==> config.mk <==
export PLATFORM = sky130hd
export DESIGN_NAME = cache_set_lru_fifo
export DESIGN_NICKNAME = d
export VERILOG_FILES = /design/src/rtl/csl_pkg.sv /design/src/rtl/csl_cell.sv /design/src/rtl/cache_set_lru_fifo.sv
export SDC_FILE = /design/constraint.sdc
export NUM_CORES = 1
export LEC_CHECK = 0
export ABC_AREA = 1
export BUFFER_PORTS_ARGS = -buffer_cell sky130_fd_sc_hd__buf_4
export CORE_MARGIN = 2
export CORE_UTILIZATION = 49
export CTS_CLUSTER_DIAMETER = 40
export DETAILED_ROUTE_END_ITERATION = 7
export PLACE_DENSITY = 0.71
export SLEW_MARGIN = 10
export SYNTH_ARGS = -nofsm -noshare
export SYNTH_HDL_FRONTEND = slang
export SYNTH_SLANG_ARGS = --single-unit
==> constraint.sdc <==
create_clock -name clk -period 4 [get_ports clk]
set_input_delay 0 -clock clk [delete_from_list [all_inputs] [get_ports clk]]
set_output_delay 0 -clock clk [all_outputs]
set_load 0.02 [all_outputs]
==> src/rtl/csl_pkg.sv <==
`default_nettype none
// ----------------------------------------------------------------------------
// csl_pkg: shared types and constants of the cache set
// Field widths, register indexes and the control word that the top level
// hands to every cell of the tag chain.
// ----------------------------------------------------------------------------
package csl_pkg;

  localparam int TagW    = 20;
  localparam int PosW    = 3;
  localparam int CfgIdxW = 2;

  typedef enum logic [CfgIdxW-1:0] {
    CFG_POLICY_FIFO     = 2'd0,
    CFG_WRITE_BACK_MODE = 2'd1
  } cfg_reg_t;

  typedef struct packed {
    logic acc;
    logic miss;
    logic lru;
    logic mark;
  } csl_ctrl_t;

endpackage
`default_nettype wire

==> src/rtl/csl_cell.sv <==
`default_nettype none
// ----------------------------------------------------------------------------
// csl_cell: one position of the ordered tag list
// Holds a tag and its dirty mark, compares the tag with the access, and
// either takes the entry of its front neighbor or keeps its own, marking it dirty on a marked hit.
// ----------------------------------------------------------------------------
module csl_cell #(
  parameter int TAG_BITS = 20
) (
  input  wire                  clk,
  input  wire                  rst_n,
  input  csl_pkg::csl_ctrl_t   ctrl,
  input  wire                  valid_i,
  input  wire  [TAG_BITS-1:0]  key,
  input  wire  [TAG_BITS-1:0]  prev_tag,
  input  wire                  prev_dirty,
  input  wire                  found_in,
  output logic [TAG_BITS-1:0]  tag_q,
  output logic                 dirty_q,
  output logic                 match,
  output logic                 found_out
);
  import csl_pkg::*;

  logic [TAG_BITS-1:0] tag_r;
  logic                dirty_r;
  logic                shift;

  assign match     = valid_i && (tag_r == key);
  assign found_out = found_in || match;
  assign shift     = ctrl.acc && (ctrl.miss || (ctrl.lru && !found_in));
  assign tag_q     = tag_r;
  assign dirty_q   = dirty_r;

  always_ff @(posedge clk) begin
    if (shift) begin
      tag_r <= prev_tag;
    end
  end

  always_ff @(posedge clk) begin
    if (!rst_n) begin
      dirty_r <= 1'b0;
    end else if (shift) begin
      dirty_r <= prev_dirty;
    end else if (ctrl.acc && match && ctrl.mark) begin
      dirty_r <= 1'b1;
    end
  end

endmodule
`default_nettype wire

==> src/rtl/cache_set_lru_fifo.sv <==
`default_nettype none
// ----------------------------------------------------------------------------
// cache_set_lru_fifo: one cache set with LRU or FIFO replacement
// A chain of cells keeps the tags in list order; every access is compared
// with all cells at once, and a miss shifts the list one position toward the tail.
//
//   channel  ports                                   direction
//   in       in_valid/in_ready, in_tag, in_is_write  word into the set
//   out      out_valid/out_ready, out_hit, ...       result word
//   cfg      cfg_valid/cfg_ready, cfg_index, cfg_data register write
//
// An access is looked up and the list updated in the cycle it is accepted.
// Its result word stands in the output register from the next cycle on.
// Throughput is one word per cycle while the output is not stalled.
// After reset the set is empty; no clearing pass is needed.
// A stalled output holds its word, and input is refused only while it waits.
// ----------------------------------------------------------------------------
module cache_set_lru_fifo #(
  parameter int WAYS     = 8,
  parameter int TAG_BITS = 20
) (
  input  wire                            clk,
  input  wire                            rst_n,
  input  wire                            in_valid,
  output logic                           in_ready,
  input  wire  [csl_pkg::TagW-1:0]       in_tag,
  input  wire                            in_is_write,
  output logic                           out_valid,
  input  wire                            out_ready,
  output logic                           out_hit,
  output logic [csl_pkg::PosW-1:0]       out_hit_position,
  output logic                           out_evicted,
  output logic [csl_pkg::TagW-1:0]       out_evicted_tag,
  output logic                           out_writeback,
  input  wire                            cfg_valid,
  output logic                           cfg_ready,
  input  wire  [csl_pkg::CfgIdxW-1:0]    cfg_index,
  input  wire                            cfg_data
);
  import csl_pkg::*;

  localparam int OccW = $clog2(WAYS + 1);
  localparam int IdxW = (WAYS > 1) ? $clog2(WAYS) : 1;
  localparam int AccW = (IdxW > PosW) ? IdxW : PosW;

  logic                policy_fifo_r;
  logic                write_back_mode_r;
  logic [OccW-1:0]     occ_r;
  logic [OccW-1:0]     occ_nxt;

  logic                out_valid_r;
  logic                out_hit_r;
  logic [PosW-1:0]     out_hit_position_r;
  logic                out_evicted_r;
  logic [TagW-1:0]     out_evicted_tag_r;
  logic                out_writeback_r;

  logic                acc;
  logic [TAG_BITS-1:0] key;
  logic                mark;
  logic                hit;
  logic                full;
  logic                hit_dirty;
  logic                front_dirty;
  logic [AccW-1:0]     pos;
  csl_ctrl_t           ctrl;

  logic [TAG_BITS-1:0] tags  [WAYS];
  logic [WAYS-1:0]     dirty;
  logic [WAYS-1:0]     match;
  logic [WAYS:0]       found;

  assign in_ready  = !out_valid_r || out_ready;
  assign cfg_ready = 1'b1;
  assign acc       = in_valid && in_ready;
  assign key       = TAG_BITS'(in_tag);
  assign mark      = in_is_write && write_back_mode_r;
  assign full      = (occ_r == OccW'(WAYS));
  assign hit       = found[WAYS];
  assign hit_dirty = |(match & dirty);
  assign front_dirty = hit ? (hit_dirty || mark) : mark;
  assign found[0]  = 1'b0;

  assign ctrl.acc  = acc;
  assign ctrl.miss = !hit;
  assign ctrl.lru  = !policy_fifo_r;
  assign ctrl.mark = mark;

  for (genvar i = 0; i < WAYS; i++) begin : g_cell
    logic [TAG_BITS-1:0] prev_tag;
    logic                prev_dirty;
    if (i == 0) begin : g_front
      assign prev_tag   = key;
      assign prev_dirty = front_dirty;
    end else begin : g_link
      assign prev_tag   = tags[i-1];
      assign prev_dirty = dirty[i-1];
    end
    csl_cell #(
      .TAG_BITS (TAG_BITS)
    ) u_cell (
      .clk        (clk),
      .rst_n      (rst_n),
      .ctrl       (ctrl),
      .valid_i    (occ_r > OccW'(i)),
      .key        (key),
      .prev_tag   (prev_tag),
      .prev_dirty (prev_dirty),
      .found_in   (found[i]),
      .tag_q      (tags[i]),
      .dirty_q    (dirty[i]),
      .match      (match[i]),
      .found_out  (found[i+1])
    );
  end

  always_comb begin
    pos = '0;
    for (int i = 0; i < WAYS; i++) begin
      if (match[i]) begin
        pos = pos | AccW'(i);
      end
    end
  end

  always_comb begin
    occ_nxt = occ_r;
    if (acc && !hit && !full) begin
      occ_nxt = occ_r + OccW'(1);
    end
  end

  always_ff @(posedge clk) begin
    if (!rst_n) begin
      policy_fifo_r     <= 1'b0;
      write_back_mode_r <= 1'b1;
      occ_r             <= '0;
      out_valid_r       <= 1'b0;
    end else begin
      occ_r <= occ_nxt;
      if (cfg_valid && cfg_ready) begin
        if (cfg_index == CFG_POLICY_FIFO) begin
          policy_fifo_r <= cfg_data;
        end else if (cfg_index == CFG_WRITE_BACK_MODE) begin
          write_back_mode_r <= cfg_data;
        end
      end
      if (acc) begin
        out_valid_r <= 1'b1;
      end else if (out_ready) begin
        out_valid_r <= 1'b0;
      end
    end
  end

  always_ff @(posedge clk) begin
    if (acc) begin
      out_hit_r          <= hit;
      out_hit_position_r <= hit ? pos[PosW-1:0] : '0;
      out_evicted_r      <= !hit && full;
      out_evicted_tag_r  <= (!hit && full) ? TagW'(tags[WAYS-1]) : '0;
      out_writeback_r    <= !hit && full && dirty[WAYS-1] && write_back_mode_r;
    end
  end

  assign out_valid        = out_valid_r;
  assign out_hit          = out_hit_r;
  assign out_hit_position = out_hit_position_r;
  assign out_evicted      = out_evicted_r;
  assign out_evicted_tag  = out_evicted_tag_r;
  assign out_writeback    = out_writeback_r;

  a_occ_bound : assert property (@(posedge clk) disable iff (!rst_n)
    occ_r <= OccW'(WAYS))
    else $error("occupancy exceeds the number of ways");

  a_one_match : assert property (@(posedge clk) disable iff (!rst_n)
    $onehot0(match))
    else $error("tag present in more than one way");

  a_fill : assert property (@(posedge clk) disable iff (!rst_n)
    acc && !hit && !full |=> occ_r == $past(occ_r) + OccW'(1))
    else $error("miss on a set with room did not add an entry");

  a_evict_miss : assert property (@(posedge clk) disable iff (!rst_n)
    out_valid_r && out_evicted_r |-> !out_hit_r)
    else $error("eviction reported on a hit");

  a_wb_evict : assert property (@(posedge clk) disable iff (!rst_n)
    out_valid_r && out_writeback_r |-> out_evicted_r)
    else $error("writeback without an eviction");

endmodule
`default_nettype wire
==> flow_summary.toml, run 1 <==
[clocking]
cts_tree = "built"
worstSkewPairLatency_ps = 500
cts_resized = 0
hold_buffers = 29
path_clk_slew_ps = 50
cts_num_sinks = 201
htree_levels = 2
clockRootBuffer = "clkbuf_16"
cts_buffer_depth = 3
post-cts-setup-buffers = 0
cts_buffers = 37

[timing]
fin_crit_sh_pct = 77.90
max_freq_ghz = 0.3209
slew_headroom_pct = 44.00
fin_setup_tns_ps = 0
setup_slack_ps = 883.8
grt_setup_unrepaired = "no"
clock_skew_ps = 22.82
final_max_slew_viol_count = 0
whs_ps = 282.7
setup_violations = 0
worst_slew_pin_slew_ps = 835.5
fin_crit_ps = 3116
finalHoldViolations = 0

[global_route]
grt_pass1_wl_microns = 41550
grt_pass1_vias = 8126
grt_overflow = 0
antenna_found_initial = 0
track_usage_pct = 24.26
grt_max_degree = 36

[job]
maxCapViolations = 0

[floorplanning]
die-area_sq_um = 22750
initial_core_util_pct = 50.09
num_rows = 53
die_y_microns = 150.8
io_pins = 58
coreArea_sq_um = 21090
dieWidth_microns = 150.8

[detailed_routing]
ant_nets = 0
first_iter_violations = 577
drc = 0
via_per_inst = 4.961
firstDrtPassIters = 5
wl_per_cell_microns = 15.95
routed_wl_microns = 26260
vias = 8170

[worst_setup_path]
crit_chain = "inv_1 > ha_1 > inv_1 > nand2_1 > a21oi_1 > nand2_1 > nor2_1 > nand3_2 > nand2_2 > nor3_2 > nand2_1 > inv_1"
startpoint_type = "register"
path_max_fanout = 21
worst_ep_required_time_ps = 4110
slowest_stage = "nor3_2"
crit_path_max_incr_delay_ps = 680
cp-end-kind = "register"
crit_type = "reg -> reg"
critPathArrivalTime_ps = 3230

[yosys]
ys_top_cells_by_area = "edfxtp_1 (53%), nand2_1 (17%), nor2_1 (6.6%)"
synth.avg_cell_area_sq_um = 8.492
ys_types = 35
synth_nets = 1278
ys_ff_latch = 201
synth_largest_area_cell = "edfxtp_1"
synth.yosys.seq_area_share_pct = 55.71
synth.top_cell.area_share_pct = 52.87
yosys_warnings = 0
mappedNetlistArea_sq_um = 10560
syn-instance-count = 1244

[placement]
numPortBuffers = 56
hpwlAfterDp_microns = 20280
dp_slack_ps = 950.5
gp_congestion = 0.9358
dp.cells = 1554

[worst_hold_path]
hp-class = "in -> reg"

[cells_and_area]
area_growth_pct = 18.19
nFillCells = 1787
layout.nets = 1381
layout-drive-gt1-share_pct = 12.17
fin_cells = 1647
n_antenna_cell = 0

[pwr]
cellPowerDensity_nw_per_um2 = 467.3
p_leak_uw = 0.005807
ir_drop_v = 0.0003305

[status]
status = "complete, no violations"
-- Yosys cell counts, drive strengths merged --
cell,count
a21oi,16
a31oi,2
and3,1
buf,25
clkbuf,1
clkinv,1
conb,1
dfxtp,15
edfxtp,186
ha,5
inv,173
nand2,482
nand3,39
nand3b,3
nand4,16
nor2,198
nor2b,1
nor3,6
o211ai,1
o21ai,22
o21bai,2
or2,1
xnor2,21
xor2,26
-- through the flow --
stage	area [sq um]	utilization, %	total power (uW)
2_1_floorplan	10560	-	2968
3_3_place_gp	11130	52.77	3135
3_5_place_dp	11130	52.77	3152
4_1_cts	12490	59.21	5864
5_1_grt	12490	59.21	6062
6_report	12490	59.21	5835
-- layer usage --
| layer | vias up | wire, microns | part of all wire (%) | GRT usage (%) |
|---|---|---|---|---|
| met5 | - | 0 | 0 | 0 |
| met1 | 3688 | 11380 | 43 | 31.40 |
| met3 | 78 | 1570 | 6.0 | 3.675 |
| li1 | 4121 | - | - | - |
| met2 | 283 | 12130 | 46 | 40.30 |
| met4 | 0 | 1179 | 4.5 | 11.40 |
-- final timing paths --
check,slack (ps),endpoint,depth (start not counted),startpoint
worst max-delay path,880,g_cell[4].u_cell.tag_q[9]$_DFFE_PP_,12,occ_r[1]$_SDFFE_PN0P_
worst min-delay path,280,occ_r[0]$_SDFFE_PN0P_,5,in_valid
worst max register to register,880,g_cell[4].u_cell.tag_q[9]$_DFFE_PP_,12,occ_r[1]$_SDFFE_PN0P_
worst min register to register,460,g_cell[4].u_cell.tag_q[19]$_DFFE_PP_,0,g_cell[3].u_cell.tag_q[19]$_DFFE_PP_
-- cell type report --
class                      instances  area (sq um)  share of cell area, %
clock inverter                    19         111.4                 0.8919
timing repair buffer              90         748.2                  5.993
clock buffer                      45         955.9                  7.656
inverter                         174         678.2                  5.431
tap                              275         344.1                  2.756
sequential                       201          5886                  47.14
multi-input combinational        843          3762                  30.13
-- layout by cell type (no fill, tap or decap), drive strengths merged --
cell type | synthesis | routed
dfxtp | 15 | 15
ha | 5 | 5
nor3 | 6 | 6
or2 | 1 | 1
xor2 | 26 | 26
clkbuf | 1 | 45
conb | 1 | 1
a31oi | 2 | 2
inv | 173 | 174
edfxtp | 186 | 186
dlygate4sd3 | 0 | 29
nand3b | 3 | 3
o21bai | 2 | 2
and3 | 1 | 1
buf | 25 | 61
nor2 | 198 | 198
nand2 | 482 | 482
clkinv | 1 | 17
nand4 | 16 | 16
o211ai | 1 | 1
o21ai | 22 | 22
clkinvlp | 0 | 2
nor2b | 1 | 1
xnor2 | 21 | 21
a21oi | 16 | 16
nand3 | 39 | 39
-- logic make-up (layout without fill, tap and decap cells) --
| kind of cell | after synthesis | in the layout | synth area share, % |
|---|---|---|---|
| adder cells (fa/ha/maj) | 5 | 5 | 0.5922 |
| flip-flops | 201 | 201 | 55.71 |
| other | 1 | 1 | 0.03550 |
| XOR/XNOR | 47 | 47 | 3.968 |
| AO/OA/AOI/OAI | 43 | 43 | 2.167 |
| AND/OR/NAND/NOR | 747 | 747 | 28.72 |
| buffers and inverters | 200 | 328 | 8.800 |
-- flip-flops by register name, summed over array words and instances, names as in the netlist --
register,count
occ_r,4
policy_fifo_r,1
out_evicted_tag,20
g_cell.u_cell.tag_q,160
out_evicted,1
out_valid,1
write_back_mode_r,1
out_hit,1
out_writeback,1
out_hit_position,3
g_cell.u_cell.dirty_q,8
-- power breakdown --
group / leakage, uW / switching (uW) / internal [uW]
clock network: 0.000520 / 1000 / 1690
logic: 0.00335 / 398 / 205
registers: 0.00194 / 81.9 / 2460
total: 0.00581 / 1480 / 4350
-- worst max-delay path, delay by kind of cell (launching register included) --
kind	cells	cell delay (ps)
buf+inv	3	800
simple gates	7	1320
fa+ha+maj	1	170
compound gates	1	60
flops	1	360
(Power assumes the default switching activity.)
==> run 2: changes to the inputs <==
==> constraint.sdc (replaced) <==
create_clock -name clk -period 3 [get_ports clk]
set_input_delay 0 -clock clk [delete_from_list [all_inputs] [get_ports clk]]
set_output_delay 0 -clock clk [all_outputs]
set_load 0.02 [all_outputs]
==> flow_summary.toml, run 2 (same netlist as run 1, synthesis figures left out) <==
[cells_and_area]
fin_area_sq_um = 12560
final_cell_mix = "nand2_1 (475), edfxtp_1 (186), nor2_1 (185)"
fin_cells = 1651
nFillCells = 1819
layout.nets = 1384
layout.area.seq_sq_um = 5886
layout-drive-gt1-share_pct = 12.79
area_growth_pct = 18.87
multi_input_area_sq_um = 3762
post-route-util_pct = 59.55
final_common_cell = "nand2_1"
largest_register_ffs = 160
n_antenna_cell = 0

[global_route]
track_usage_pct = 25.35
grt_pass1_vias = 8199
grt_overflow = 0
grt_max_degree = 35
grt_pass1_wl_microns = 42990
antenna_found_initial = 0

[worst_setup_path]
crit_top_cell = "nand2_1"
reg2reg_from = "occ_r[0]$_SDFFE_PN0P_"
crit_type = "reg -> reg"
reg2reg_setup_slack_ps = 200
critPathArrivalTime_ps = 2900
crit_chain = "inv_1 > ha_1 > o21ai_1 > nand2_1 > inv_1 > nand2_1 > nor2_1 > nand3_2 > nand2_2 > nor2_2 > nand2_4 > nand2_1 > nand2_1 > clkinvlp_4"
crit_path_max_incr_delay_ps = 420
worst_ep_required_time_ps = 3110
reg2regPathDepth = 14
reg2reg_to = "g_cell[0].u_cell.tag_q[18]$_DFFE_PP_"
crit_end = "g_cell[0].u_cell.tag_q[18]$_DFFE_PP_"
critical-path-top-delay-family = "simple AND/OR/NAND/NOR gates"
path_max_fanout = 20
path_buf_inv = 3
startpoint_type = "register"
cp.depth = 14
cp-end-kind = "register"
slowest_stage = "dfxtp_1"
critPathLaunch = "occ_r[0]$_SDFFE_PN0P_"

[clocking]
cts_buffers = 35
cts_buffer_depth = 3
cts_tree = "built"
clockRootBuffer = "clkbuf_16"
htree_levels = 2
cts_num_sinks = 201
worstSkewPairLatency_ps = 500
path_clk_slew_ps = 50

[timing]
fin_crit_ps = 2796
final_max_slew_viol_count = 0
fin_crit_sh_pct = 93.21
max_freq_ghz = 0.3576
clock_skew_ps = 17.45
setup_violations = 0
finalHoldViolations = 0
setup_slack_ps = 203.6

[job]
maxCapViolations = 0

[pwr]
p_comb_share_pct = 10.4
p_leak_uw = 0.005834
cellPowerDensity_nw_per_um2 = 630.6
power_frac_seq_pct = 42.8
power_uw = 7918
switchingPower_uw = 2023
switching_share_pct = 25.55
ir_drop_v = 0.0004804
power.internal_uw = 5895
clkPwrFrac_pct = 46.8

[placement]
dp.cells = 1559
dp_slack_ps = 216.3
numPortBuffers = 56
gp_congestion = 0.9667
hpwlAfterDp_microns = 21220
placed_area_sq_um = 11170

[floorplanning]
coreArea_sq_um = 21090
num_rows = 53
initial_core_util_pct = 50.09
die_y_microns = 150.8
die-area_sq_um = 22750
dieWidth_microns = 150.8
io_pins = 58

[detailed_routing]
first_iter_violations = 623
ant_nets = 0
vias = 8242
wl_per_cell_microns = 16.60
firstDrtPassIters = 5
drc = 0
routed_wl_microns = 27410
via_per_inst = 4.992

[status]
status = "complete, no violations"

[worst_hold_path]
hp-class = "in -> reg"
## run 2: cell types whose count changed in the layout (fill, tap and decap cells not counted)
cell        change
inv_6           +2
clkbuf_1        -2
inv_1           -1
bufinv_16       +1
clkinv_1        -2
clkinv_4        -2
clkinvlp_4      +3
buf_4           +5
## run 2: area by class of cell
cell class / instances / share of cell area, %
timing repair buffer: 95 / 6.257
inverter: 174 / 5.430
clock buffer: 43 / 7.553
clock inverter: 20 / 1.186
sequential: 201 / 46.87
tap: 275 / 2.740
multi-input combinational: 843 / 29.96
## run 2: worst min path at each step
stage | startpoint | to | slack [ps] | cells after the start
final | in_tag[1] | g_cell[0].u_cell.tag_q[1]$_DFFE_PP_ | 360 | 2
after global routing | in_tag[0] | g_cell[0].u_cell.tag_q[0]$_DFFE_PP_ | 360 | 2
after CTS | cfg_index[0] | policy_fifo_r$_SDFFE_PN0P_ | 310 | 4
after detailed placement | cfg_data | policy_fifo_r$_SDFFE_PN0P_ | 260 | 3
after global placement | cfg_data | policy_fifo_r$_SDFFE_PN0P_ | 260 | 3
after floorplan | in_tag[0] | g_cell[0].u_cell.tag_q[0]$_DFFE_PP_ | 100 | 0
## run 2: power groups by stage
stage / Sequential (uW) / Combinational [uW] / Clock (uW)
after floorplan: 3430 / 528 / 0
after global routing: 3410 / 921 / 3870
after CTS: 3390 / 817 / 3750
after global placement: 3430 / 765 / 0
after detailed placement: 3440 / 782 / 0
final: 3390 / 823 / 3710
## run 2: timing repair
item,in CTS,in global routing
hold buffers,29,0
endpoints found under the setup margin,0,1
buffers inserted,0,0
endpoints found under the hold margin,35,0
resized for setup,0,1
## run 2: metal layers
metal / up-vias / track usage, % / share of wire, %
li1: 4123 / - / -
met1: 3766 / 32.62 / 43
met2: 279 / 42.82 / 48
met3: 74 / 2.982 / 5.6
met4: 0 / 12.24 / 4.3
met5: - / 0 / 0
## run 2: metrics by stage
| stage | setup TNS [ps] | hold WS, ps |
|---|---|---|
| 2_1_floorplan | 0 | 98.87 |
| 3_3_place_gp | 0 | 255.2 |
| 3_5_place_dp | 0 | 263.7 |
| 4_1_cts | 0 | 312.7 |
| 5_1_grt | -3.147 | 363.6 |
| 6_report | 0 | 363.1 |
